`src/design/lr_pkg.sv`:
```
// Shared constants for the line rasterizer.
package lr_pkg;

  // Width of each coordinate field on the stream ports.
  localparam int FIELD_W = 6;

  // Stream data widths, padded to whole bytes.
  localparam int IN_TDATA_W  = 24;
  localparam int OUT_TDATA_W = 16;

  // Defaults for the top-level parameters.
  localparam int COORD_BITS_DEFAULT  = 6;
  localparam int QUEUE_DEPTH_DEFAULT = 2;

endpackage

```
`src/design/line_rasterizer.sv`:
```
// Top level of the Bresenham line rasterizer.
//
//  channel   | direction | tdata (low bit up)                          | side band
//  s_axis    | in        | start_x, start_y, end_x, end_y (6 b each)   | -
//  m_axis    | out       | pixel_x, pixel_y (6 b each), 4 b zero       | tlast = last_pixel
//
// A segment of N pixels (N = major extent + 1, at most 2^COORD_BITS) occupies the
// pixel walker from the load of its command to its last pixel; no new command loads sooner.
// The classifier takes a segment per cycle while the command queue has room.
// Reset is synchronous and clears only the queue and walker control state.
// A stall on m_axis holds the walker; the queue keeps s_axis open meanwhile until it is full.
module line_rasterizer
  import lr_pkg::*;
#(
  parameter int COORD_BITS  = COORD_BITS_DEFAULT,
  parameter int QUEUE_DEPTH = QUEUE_DEPTH_DEFAULT
) (
  input  logic                   clk,
  input  logic                   rst,
  input  logic                   s_axis_tvalid,
  output logic                   s_axis_tready,
  input  logic [IN_TDATA_W-1:0]  s_axis_tdata,   // start_x, start_y, end_x, end_y
  output logic                   m_axis_tvalid,
  input  logic                   m_axis_tready,
  output logic [OUT_TDATA_W-1:0] m_axis_tdata,   // pixel_x, pixel_y, zero fill
  output logic                   m_axis_tlast    // last_pixel
);

  localparam int CMD_W = 4 * COORD_BITS + 2;

  logic [CMD_W-1:0]   front_cmd, queue_cmd;
  logic               queue_valid, walk_ready;
  logic [FIELD_W-1:0] pixel_x, pixel_y;

  // Classify each incoming segment.
  lr_front #(
    .COORD_BITS(COORD_BITS),
    .CMD_W     (CMD_W)
  ) u_front (
    .start_x(s_axis_tdata[FIELD_W-1:0]),
    .start_y(s_axis_tdata[2*FIELD_W-1:FIELD_W]),
    .end_x  (s_axis_tdata[3*FIELD_W-1:2*FIELD_W]),
    .end_y  (s_axis_tdata[4*FIELD_W-1:3*FIELD_W]),
    .cmd    (front_cmd)
  );

  // Command queue between classifier and walker.
  lr_queue #(
    .WIDTH(CMD_W),
    .DEPTH(QUEUE_DEPTH)
  ) u_queue (
    .clk       (clk),
    .rst       (rst),
    .push_valid(s_axis_tvalid),
    .push_ready(s_axis_tready),
    .push_data (front_cmd),
    .pop_valid (queue_valid),
    .pop_ready (walk_ready),
    .pop_data  (queue_cmd)
  );

  // Emit the pixels.
  lr_walk #(
    .COORD_BITS(COORD_BITS),
    .CMD_W     (CMD_W)
  ) u_walk (
    .clk      (clk),
    .rst      (rst),
    .cmd_valid(queue_valid),
    .cmd_ready(walk_ready),
    .cmd      (queue_cmd),
    .out_valid(m_axis_tvalid),
    .out_ready(m_axis_tready),
    .out_x    (pixel_x),
    .out_y    (pixel_y),
    .out_last (m_axis_tlast)
  );

  assign m_axis_tdata = {(OUT_TDATA_W - 2 * FIELD_W)'(0), pixel_y, pixel_x};

endmodule

```
`src/design/lr_front.sv`:
```
// Segment classifier: finds the major axis, orders the endpoints and packs a command.
module lr_front
  import lr_pkg::*;
#(
  parameter int COORD_BITS = COORD_BITS_DEFAULT,
  parameter int CMD_W      = 4 * COORD_BITS + 2
) (
  input  logic [FIELD_W-1:0] start_x,
  input  logic [FIELD_W-1:0] start_y,
  input  logic [FIELD_W-1:0] end_x,
  input  logic [FIELD_W-1:0] end_y,
  // Command fields from the lowest bit up: steep, step_neg, major_lo, major_hi,
  // minor_start, minor_extent.
  output logic [CMD_W-1:0]   cmd
);

  logic [COORD_BITS-1:0] ax, ay, bx, by;
  logic [COORD_BITS-1:0] adx, ady;
  logic                  steep;
  logic [COORD_BITS-1:0] maj_a, min_a, maj_b, min_b;
  logic [COORD_BITS-1:0] major_lo, major_hi, minor_start, minor_end, minor_extent;
  logic                  step_neg;

  // Only the low coordinate bits take part.
  assign ax = start_x[COORD_BITS-1:0];
  assign ay = start_y[COORD_BITS-1:0];
  assign bx = end_x[COORD_BITS-1:0];
  assign by = end_y[COORD_BITS-1:0];

  // Extents along each axis; a line is steep when the vertical extent is larger.
  assign adx   = (bx > ax) ? (bx - ax) : (ax - bx);
  assign ady   = (by > ay) ? (by - ay) : (ay - by);
  assign steep = ady > adx;

  // Map onto major and minor axes.
  assign maj_a = steep ? ay : ax;
  assign min_a = steep ? ax : ay;
  assign maj_b = steep ? by : bx;
  assign min_b = steep ? bx : by;

  // Walk from the lower to the higher major coordinate.
  always_comb begin
    if (maj_a > maj_b) begin
      major_lo    = maj_b;
      major_hi    = maj_a;
      minor_start = min_b;
      minor_end   = min_a;
    end else begin
      major_lo    = maj_a;
      major_hi    = maj_b;
      minor_start = min_a;
      minor_end   = min_b;
    end
  end

  assign minor_extent = steep ? adx : ady;
  assign step_neg     = !(minor_start < minor_end);

  assign cmd = {minor_extent, minor_start, major_hi, major_lo, step_neg, steep};

endmodule

```
`src/design/lr_queue.sv`:
```
// Small register queue that decouples the classifier from the pixel walker.
module lr_queue
  import lr_pkg::*;
#(
  parameter int WIDTH = 8,
  parameter int DEPTH = QUEUE_DEPTH_DEFAULT
) (
  input  logic             clk,
  input  logic             rst,
  input  logic             push_valid,
  output logic             push_ready,
  input  logic [WIDTH-1:0] push_data,
  output logic             pop_valid,
  input  logic             pop_ready,
  output logic [WIDTH-1:0] pop_data
);

  localparam int PTR_W = (DEPTH > 1) ? $clog2(DEPTH) : 1;
  localparam int CNT_W = $clog2(DEPTH + 1);

  logic [WIDTH-1:0] slots [DEPTH];
  logic [PTR_W-1:0] wr_ptr, rd_ptr;
  logic [CNT_W-1:0] count;
  logic             do_push, do_pop;

  assign push_ready = count != CNT_W'(DEPTH);
  assign pop_valid  = count != '0;
  assign pop_data   = slots[rd_ptr];
  assign do_push    = push_valid && push_ready;
  assign do_pop     = pop_valid && pop_ready;

  // Pointers wrap at the depth; the count tracks occupancy.
  always_ff @(posedge clk) begin
    if (rst) begin
      wr_ptr <= '0;
      rd_ptr <= '0;
      count  <= '0;
    end else begin
      if (do_push) begin
        wr_ptr <= (wr_ptr == PTR_W'(DEPTH - 1)) ? '0 : wr_ptr + 1'b1;
      end
      if (do_pop) begin
        rd_ptr <= (rd_ptr == PTR_W'(DEPTH - 1)) ? '0 : rd_ptr + 1'b1;
      end
      if (do_push && !do_pop) begin
        count <= count + 1'b1;
      end else if (do_pop && !do_push) begin
        count <= count - 1'b1;
      end
    end
  end

  // Storage slots need no reset.
  always_ff @(posedge clk) begin
    if (do_push) begin
      slots[wr_ptr] <= push_data;
    end
  end

endmodule

```
`src/design/lr_walk.sv`:
```
// Pixel walker: steps the major axis one pixel per unstalled cycle; doubled error term.
module lr_walk
  import lr_pkg::*;
#(
  parameter int COORD_BITS = COORD_BITS_DEFAULT,
  parameter int CMD_W      = 4 * COORD_BITS + 2
) (
  input  logic                   clk,
  input  logic                   rst,
  input  logic                   cmd_valid,
  output logic                   cmd_ready,
  input  logic [CMD_W-1:0]       cmd,
  output logic                   out_valid,
  input  logic                   out_ready,
  output logic [FIELD_W-1:0]     out_x,
  output logic [FIELD_W-1:0]     out_y,
  output logic                   out_last
);

  localparam int C    = COORD_BITS;
  localparam int ERR_W = COORD_BITS + 3;

  logic                    busy;
  logic                    steep, step_neg;
  logic [C-1:0]            major, major_hi, minor;
  logic signed [ERR_W-1:0] err, err_sub, dmaj2, dmin2;
  logic [C-1:0]            c_lo, c_hi, c_minor, c_dmin;
  logic                    load, step_en, out_free, at_end;
  logic [C-1:0]            minor_step;

  // Unpack the command.
  assign c_lo    = cmd[C+1:2];
  assign c_hi    = cmd[2*C+1:C+2];
  assign c_minor = cmd[3*C+1:2*C+2];
  assign c_dmin  = cmd[4*C+1:3*C+2];

  assign cmd_ready = !busy;
  assign load      = cmd_valid && !busy;
  assign out_free  = !out_valid || out_ready;
  assign step_en   = busy && out_free;
  assign at_end    = major == major_hi;

  assign err_sub    = err - dmin2;
  assign minor_step = step_neg ? (minor - 1'b1) : (minor + 1'b1);

  // Walk state, error term and output register.
  always_ff @(posedge clk) begin
    if (rst) begin
      busy      <= 1'b0;
      out_valid <= 1'b0;
    end else begin
      if (step_en) begin
        out_valid <= 1'b1;
        out_x     <= FIELD_W'(steep ? minor : major);
        out_y     <= FIELD_W'(steep ? major : minor);
        out_last  <= at_end;
        major     <= major + 1'b1;
        if (at_end) begin
          busy <= 1'b0;
        end
        if (err_sub < 0) begin
          minor <= minor_step;
          err   <= err_sub + dmaj2;
        end else begin
          err <= err_sub;
        end
      end else begin
        if (out_ready) begin
          out_valid <= 1'b0;
        end
        if (load) begin
          busy     <= 1'b1;
          steep    <= cmd[0];
          step_neg <= cmd[1];
          major    <= c_lo;
          major_hi <= c_hi;
          minor    <= c_minor;
          err      <= ERR_W'(c_hi - c_lo);
          dmaj2    <= ERR_W'({1'b0, c_hi - c_lo, 1'b0});
          dmin2    <= ERR_W'({1'b0, c_dmin, 1'b0});
        end
      end
    end
  end

`ifndef SYNTHESIS
  // The final pixel of a segment ends the walk.
  assert property (@(posedge clk) disable iff (rst)
    step_en && at_end |=> !busy)
    else $error("walker stayed busy after the final pixel");

  // A pixel carries the last mark exactly when it closes the walk.
  assert property (@(posedge clk) disable iff (rst)
    step_en |=> (out_last == !busy))
    else $error("last mark disagrees with walker state");

  // The error term stays within its doubled range.
  assert property (@(posedge clk) disable iff (rst)
    busy |-> (err >= 0) && (err <= dmaj2))
    else $error("error term out of range");
`endif

endmodule
```
`config.mk`:
```
export PLATFORM = sky130hd
export DESIGN_NAME = line_rasterizer
export DESIGN_NICKNAME = d
export VERILOG_FILES = /design/src/design/lr_pkg.sv /design/src/design/line_rasterizer.sv /design/src/design/lr_front.sv /design/src/design/lr_queue.sv /design/src/design/lr_walk.sv
export SDC_FILE = /design/constraint.sdc
export NUM_CORES = 1
export LEC_CHECK = 0
export BUFFER_PORTS_ARGS = -buffer_cell sky130_fd_sc_hd__clkbuf_2
export CAP_MARGIN = 20
export CORE_UTILIZATION = 62
export DETAILED_ROUTE_END_ITERATION = 6
export PLACE_DENSITY_LB_ADDON = 0.08
export SYNTH_ARGS = -nofsm -noshare
export SYNTH_HDL_FRONTEND = slang
export SYNTH_SLANG_ARGS = --single-unit
```
`constraint.sdc`:
```
create_clock -name clk -period 10.3 [get_ports clk]
set_clock_uncertainty 0.2 [all_clocks]
set_input_delay 2.06 -clock clk [delete_from_list [all_inputs] [get_ports clk]]
set_output_delay 2.06 -clock clk [all_outputs]
set_load 0.03 [all_outputs]
```
==> results of run 1 <==
-- cell type report --
class | instances | area, µm² | area share (%)
flip-flops and latches | 112 | 3290 | 42.5
multi-input cells | 441 | 3460 | 44.6
repair buffers | 50 | 303 | 3.90
well taps | 140 | 175 | 2.26
clock buffers | 9 | 225 | 2.90
clock inverters | 6 | 52.6 | 0.677
inverters | 66 | 248 | 3.19
-- metal layers --
| layer | track usage [%] | share of wire, % | up-vias |
|---|---|---|---|
| met1 | 32.9 | 45 | 2291 |
| met5 | 0 | 0 | - |
| li1 | - | - | 2367 |
| met2 | 42.1 | 49 | 129 |
| met4 | 8.69 | 2.0 | 0 |
| met3 | 3.41 | 4.3 | 18 |
-- worst reg2reg max path, cell delays in order, from the launching register on --
cell      delay [ns]
edfxtp_1        0.43
ha_1            0.29
nor2b_1         0.15
o31ai_2         0.26
a21oi_1         0.13
o31ai_1         0.39
and2_1          0.48
mux2_4          0.34
mux2_2          0.26
-- registers in the layout, indices dropped and copies added, names as in the netlist, named ones only --
signal,cells
u_walk.out_y,6
u_walk.busy,1
u_walk.major_hi,6
u_queue.count,2
u_walk.major,6
u_queue.slots,52
u_walk.minor,6
u_walk.steep,1
u_walk.err,8
u_walk.out_x,6
u_walk.dmin2,6
u_queue.rd_ptr,1
u_queue.wr_ptr,1
u_walk.step_neg,1
u_walk.out_last,1
u_walk.dmaj2,6
u_walk.out_valid,1
-- kinds of logic after synthesis --
| kind of cell | share of synthesized area (%) |
|---|---|
| other | 0.0528 |
| buffers and inverters | 5.18 |
| AO/OA/AOI/OAI | 12.6 |
| XOR/XNOR | 4.81 |
| multiplexers | 10.8 |
| flip-flops | 46.3 |
| adder cells (fa/ha/maj) | 13.3 |
| AND/OR/NAND/NOR | 6.78 |
-- synthesized netlist by cell type, types with 5 or more instances --
cell	instances
a21o_1	11
dfxtp_1	7
clkbuf_1	16
fa_1	8
nor2_1	51
mux2i_1	44
a21oi_1	72
o211ai_1	5
mux2_2	28
a221oi_1	5
nand2_1	23
edfxtp_1	105
xnor2_1	25
o21ai_0	24
inv_1	66
buf_1	5
nor2b_1	5
ha_1	63
a211oi_1	5
xor2_1	14
nand3_1	5
o21bai_1	10
-- through the flow --
stage          cells  util, %  area (µm²)
2_1_floorplan    645        -        7120
3_3_place_gp     806     67.6        7420
3_5_place_dp     806     67.6        7420
4_1_cts          821     70.1        7700
5_1_grt          824     70.6        7760
6_report         824     70.6        7760
-- how the worst max path moves through the flow --
stage,to,slack (ns)
final,u_queue.slots[0][1]$_DFFE_PP_,1.45
after global routing,u_queue.slots[0][1]$_DFFE_PP_,0.95
after CTS,u_queue.slots[0][1]$_DFFE_PP_,1.18
after detailed placement,u_queue.slots[0][1]$_DFFE_PP_,0.82
after global placement,u_queue.slots[0][1]$_DFFE_PP_,1.14
after floorplan,u_queue.slots[0][1]$_DFFE_PP_,1.95
==> impl_metrics.csv, run 1 <==
group,metric,value,unit
status,status,"complete, no violations",
route,firstDrtPassIters,5,
clock_network,root_buffer,"clkbuf_16",
clock_network,htree_levels,3,
cells_and_area,final_nets,779,
critical_path,cp.depth,31,
logic_synthesis,synthDistinctLibCells,44,
route,antenna_left,0,
run,drv_cap,0,
worst_hold_path,worstHoldPathCells,2,
clock_network,clock_latency,0.35,ns
critical_path,critical_path.max_stage_delay,0.85,ns
die,start_util,64.7,%
worst_hold_path,hp-class,"reg2reg",
global_routing,grt_pass1_wl,22.4,mm
global_routing,grt_max_degree,59,
global_routing,overflow,0,
critical_path,worst_ep_arrival_time,8.74,ns
die,die_w,109,µm
route,vias,4805,
clock_network,cts_buffers,9,
die,dieArea,0.0119,mm²
die,io_pins,47,
logic_synthesis,synth_area,0.00711,mm²
timing,period_needed,8.85,ns
logic_synthesis,synth_area_leader_cell,"edfxtp_1",
worst_hold_path,min_from,"u_queue.rd_ptr$_SDFFE_PP0P_",
clock_network,clockBufferDepth,2,
critical_path,crit_required,10.19,ns
logic_synthesis,yosysWarnings,0,
critical_path,start_kind,"input pin",
clock_network,clk_pin_slew_worst_paths,0.08,ns
route,drc_errors,0,
placed_design,gp_congestion,0.972,
worst_hold_path,whs_endpoint,"u_queue.rd_ptr$_SDFFE_PP0P_",
cells_and_area,antenna_cells,0,
die,fp.dieH,109,µm
critical_path,reg2regPathDepth,8,
cells_and_area,post_route_cells_drive_above_1_share,14.9,%
timing,fmaxAchievable,113,MHz
clock_network,cts-resized-gates,0,
placed_design,portBuffers,42,
critical_path,crit_slowest_cell,"o32a_2",
critical_path,path_buf_inv,6,
logic_synthesis,avgSynthCellArea,11.1,µm²
route,wl_per_cell,16.9,µm
logic_synthesis,yosys_most_used_dff,"edfxtp_1",
logic_synthesis,synthArstFlopShare,0,%
logic_synthesis,ys_ff_latch,112,
timing,fin_setup_tns,0,ns
critical_path,crit_fanout,55,
clock_network,post_cts_buffers,0,
timing,rsz0062_at_grt,"no",
timing,fin_crit_sh,85.9,%
timing,finalHoldViolations,0,
cells_and_area,final_common_cell,"edfxtp_1",
timing,tightest_slew,0.984,ns
critical_path,cp_common_cell,"a21oi_1",
logic_synthesis,synth-seq-area-share,46.3,%
critical_path,r2r-end,"u_walk.err[5]$_DFFE_PP_",
timing,worst_hold_slack,0.312,ns
global_routing,grt.total_usage,24.9,%
critical_path,r2r_setup_slack,7.13,ns
timing,drv_slew,0,
placed_design,dp_hpwl,10.5,mm
critical_path,reg2reg_from,"u_walk.err[2]$_DFFE_PP_",
logic_synthesis,synth-edff-count,105,
route,drtIter0Drc,371,
die,num_rows,38,
critical_path,cp_top_family,"compound AO/OA/AOI/OAI gates",
clock_network,cts.sinks,112,
critical_path,end_kind,"register",
critical_path,critical_path_class,"in2reg",
critical_path,critPathLaunch,"s_axis_tdata[18]",
cells_and_area,final_cell_mix,"edfxtp_1, a21oi_1, inv_1",
timing,setup_violations,0,
timing,slew_headroom,34.4,%
cells_and_area,fillers,803,
die,core_area,0.0110,mm²
timing,timing.final.ws_setup,1.45,ns
clock_network,hold_buffers,0,
global_routing,grt_antenna_before_repair,0,
clock_network,cts_tree,"yes",
global_routing,grt_pass1_vias,4530,
logic_synthesis,syn_inst,642,
placed_design,place_ws,0.820,ns
route,wl,14.0,mm
route,avgViaCountPerCell,5.83,
logic_synthesis,synth_top_area_share,44.4,%
logic_synthesis,yosys-top-cells-area,"edfxtp_1, ha_1, mux2i_1, a21oi_1, mux2_2",
cells_and_area,syn2layout_area_growth,9.17,%
Power of run 1 is not shown: default switching activity piles up to over one toggle a cycle in this logic, so the estimate is an artifact.
==> run 2: changes to the inputs <==
PLACE_DENSITY = 0.82   (was default)
PLACE_DENSITY_LB_ADDON = default   (was 0.08)
==> run 2 against run 1 <==
Count of clock-buffer cells in the layout is the same; cell count unchanged; register-to-register slack is essentially flat; hold slack hardly changed; final area about the same; die area unchanged; global-route usage grew 1.0 points; setup slack worse by 0.51 ns.
==> impl_metrics.csv, run 2 (synthesis results as in run 1) <==
group,metric,value,unit
route,antenna_left,0,
timing,fin_setup_tns,0,ns
global_routing,grt_pass1_vias,4826,
global_routing,grt_max_degree,59,
worst_hold_path,min_from,"u_queue.count[1]$_SDFFE_PP0P_",
cells_and_area,antenna_cells,0,
timing,finalHoldViolations,0,
cells_and_area,reg.largest.list,"u_queue.slots: 52 flops, u_walk.err: 8 flops",
cells_and_area,post_route_cells_drive_above_1_share,14.9,%
clock_network,hold_buffers,0,
critical_path,reg2regPathDepth,10,
placed_design,portBuffers,42,
clock_network,htree_levels,3,
critical_path,crit_fanout,58,
route,avgViaCountPerCell,5.96,
worst_hold_path,worstHoldPathCells,2,
clock_network,clock_latency,0.36,ns
route,drtIter0Drc,329,
cells_and_area,largest_reg_flops,52,
critical_path,cp_common_cell,"a21oi_1",
critical_path,worst_ep_arrival_time,9.24,ns
clock_network,root_buffer,"clkbuf_16",
cells_and_area,final_cell_mix,"edfxtp_1, a21oi_1, inv_1",
timing,tightest_slew,1.08,ns
critical_path,r2r_setup_slack,7.13,ns
timing,fin_crit_sh,90.8,%
status,status,"complete, no violations",
die,fp.dieH,109,µm
die,num_rows,38,
worst_hold_path,hp-class,"reg2reg",
placed_design,dp_hpwl,10.8,mm
critical_path,critical_path_class,"in2reg",
die,core_area,0.0110,mm²
route,firstDrtPassIters,5,
timing,fmaxAchievable,107,MHz
clock_network,cts.sinks,112,
critical_path,critical_path.max_stage_delay,0.91,ns
route,drc_errors,0,
critical_path,r2r-end,"u_walk.err[5]$_DFFE_PP_",
cells_and_area,regMostFlops,"u_queue.slots",
clock_network,cts_buffers,9,
critical_path,crit_required,10.18,ns
placed_design,gp_congestion,1.06,
cells_and_area,final_common_cell,"edfxtp_1",
die,dieArea,0.0119,mm²
die,start_util,64.7,%
worst_hold_path,whs_endpoint,"u_queue.count[1]$_SDFFE_PP0P_",
timing,rsz0062_at_grt,"no",
clock_network,cts_tree,"yes",
run,drv_cap,0,
critical_path,reg2reg_from,"u_walk.err[1]$_DFFE_PP_",
timing,period_needed,9.35,ns
timing,slew_headroom,28.0,%
global_routing,grt_antenna_before_repair,0,
timing,setup_violations,0,
clock_network,clockBufferDepth,2,
clock_network,clk_pin_slew_worst_paths,0.07,ns
global_routing,overflow,0,
die,io_pins,47,
timing,drv_slew,0,
global_routing,grt.total_usage,26.0,%
route,vias,4909,
die,die_w,109,µm
global_routing,grt_pass1_wl,23.3,mm
route,wl,14.5,mm
critical_path,crit_slowest_cell,"o32a_2",
clock_network,cts-resized-gates,0,
route,wl_per_cell,17.6,µm
cells_and_area,final_nets,778,
clock_network,post_cts_buffers,0,
critical_path,end_kind,"register",
cells_and_area,syn2layout_area_growth,9.14,%
critical_path,start_kind,"input pin",
[run 2: changes by cell type in the layout (fill, tap and decap cells not counted), sizes merged]
cell | previous run | this run
buf | 8 | 7
clkinv | 1 | 2
clkinvlp | 2 | 0
inv | 69 | 71
[run 2: routing by layer]
| layer | global-route usage, % | share of wire (%) | up-vias |
|---|---|---|---|
| met5 | 0 | 0 | - |
| met4 | 11.7 | 3.0 | 0 |
| met3 | 2.69 | 5.7 | 33 |
| met2 | 45.0 | 49 | 195 |
| met1 | 32.7 | 42 | 2307 |
| li1 | - | - | 2374 |
[run 2: area by class of cell]
| class | instances | area (µm²) |
|---|---|---|
| Inverter | 66 | 248 |
| Clock inverter | 7 | 70.1 |
| Tap cell | 140 | 175 |
| Timing Repair Buffer | 49 | 283 |
| Fill cell | 754 | 3230 |
| Clock buffer | 9 | 225 |
| Multi-Input combinational cell | 441 | 3460 |
| Sequential cell | 112 | 3290 |
[run 2: how the worst max path moves through the flow]
stage,depth (start not counted),slack (ns),startpoint,end
2_1_floorplan,33,1.95,s_axis_tdata[18],u_queue.slots[0][1]$_DFFE_PP_
3_3_place_gp,29,1.22,s_axis_tdata[18],u_queue.slots[0][1]$_DFFE_PP_
3_5_place_dp,30,0.74,s_axis_tdata[18],u_queue.slots[0][1]$_DFFE_PP_
4_1_cts,30,1.09,s_axis_tdata[18],u_queue.slots[0][1]$_DFFE_PP_
5_1_grt,30,0.40,s_axis_tdata[18],u_queue.slots[0][1]$_DFFE_PP_
6_report,30,0.95,s_axis_tdata[18],u_queue.slots[0][1]$_DFFE_PP_
[run 2: worst max-delay path: cells and delay by family]
family                   cells  cell delay (ns)
AND/OR/NAND/NOR              5             0.58
XOR/XNOR                     1             0.18
AO/OA/AOI/OAI               13             3.97
multiplexers                 1             0.42
buffers and inverters        5             0.43
adder cells (fa/ha/maj)      5             1.57
[run 2: per-stage QoR]
stage               hold WS [ns]  worst slack [ns]  cells  util (%)  instance area [µm²]
floorplan                  0.272              1.95    645         -                 7120
global placement           0.285              1.22    806      67.6                 7420
detailed placement         0.297             0.737    806      67.6                 7420
CTS                        0.314              1.09    822      70.3                 7720
global route               0.325             0.395    824      70.6                 7750
finish                     0.313             0.946    824      70.6                 7750
Power of run 2 is left out for the same reason.
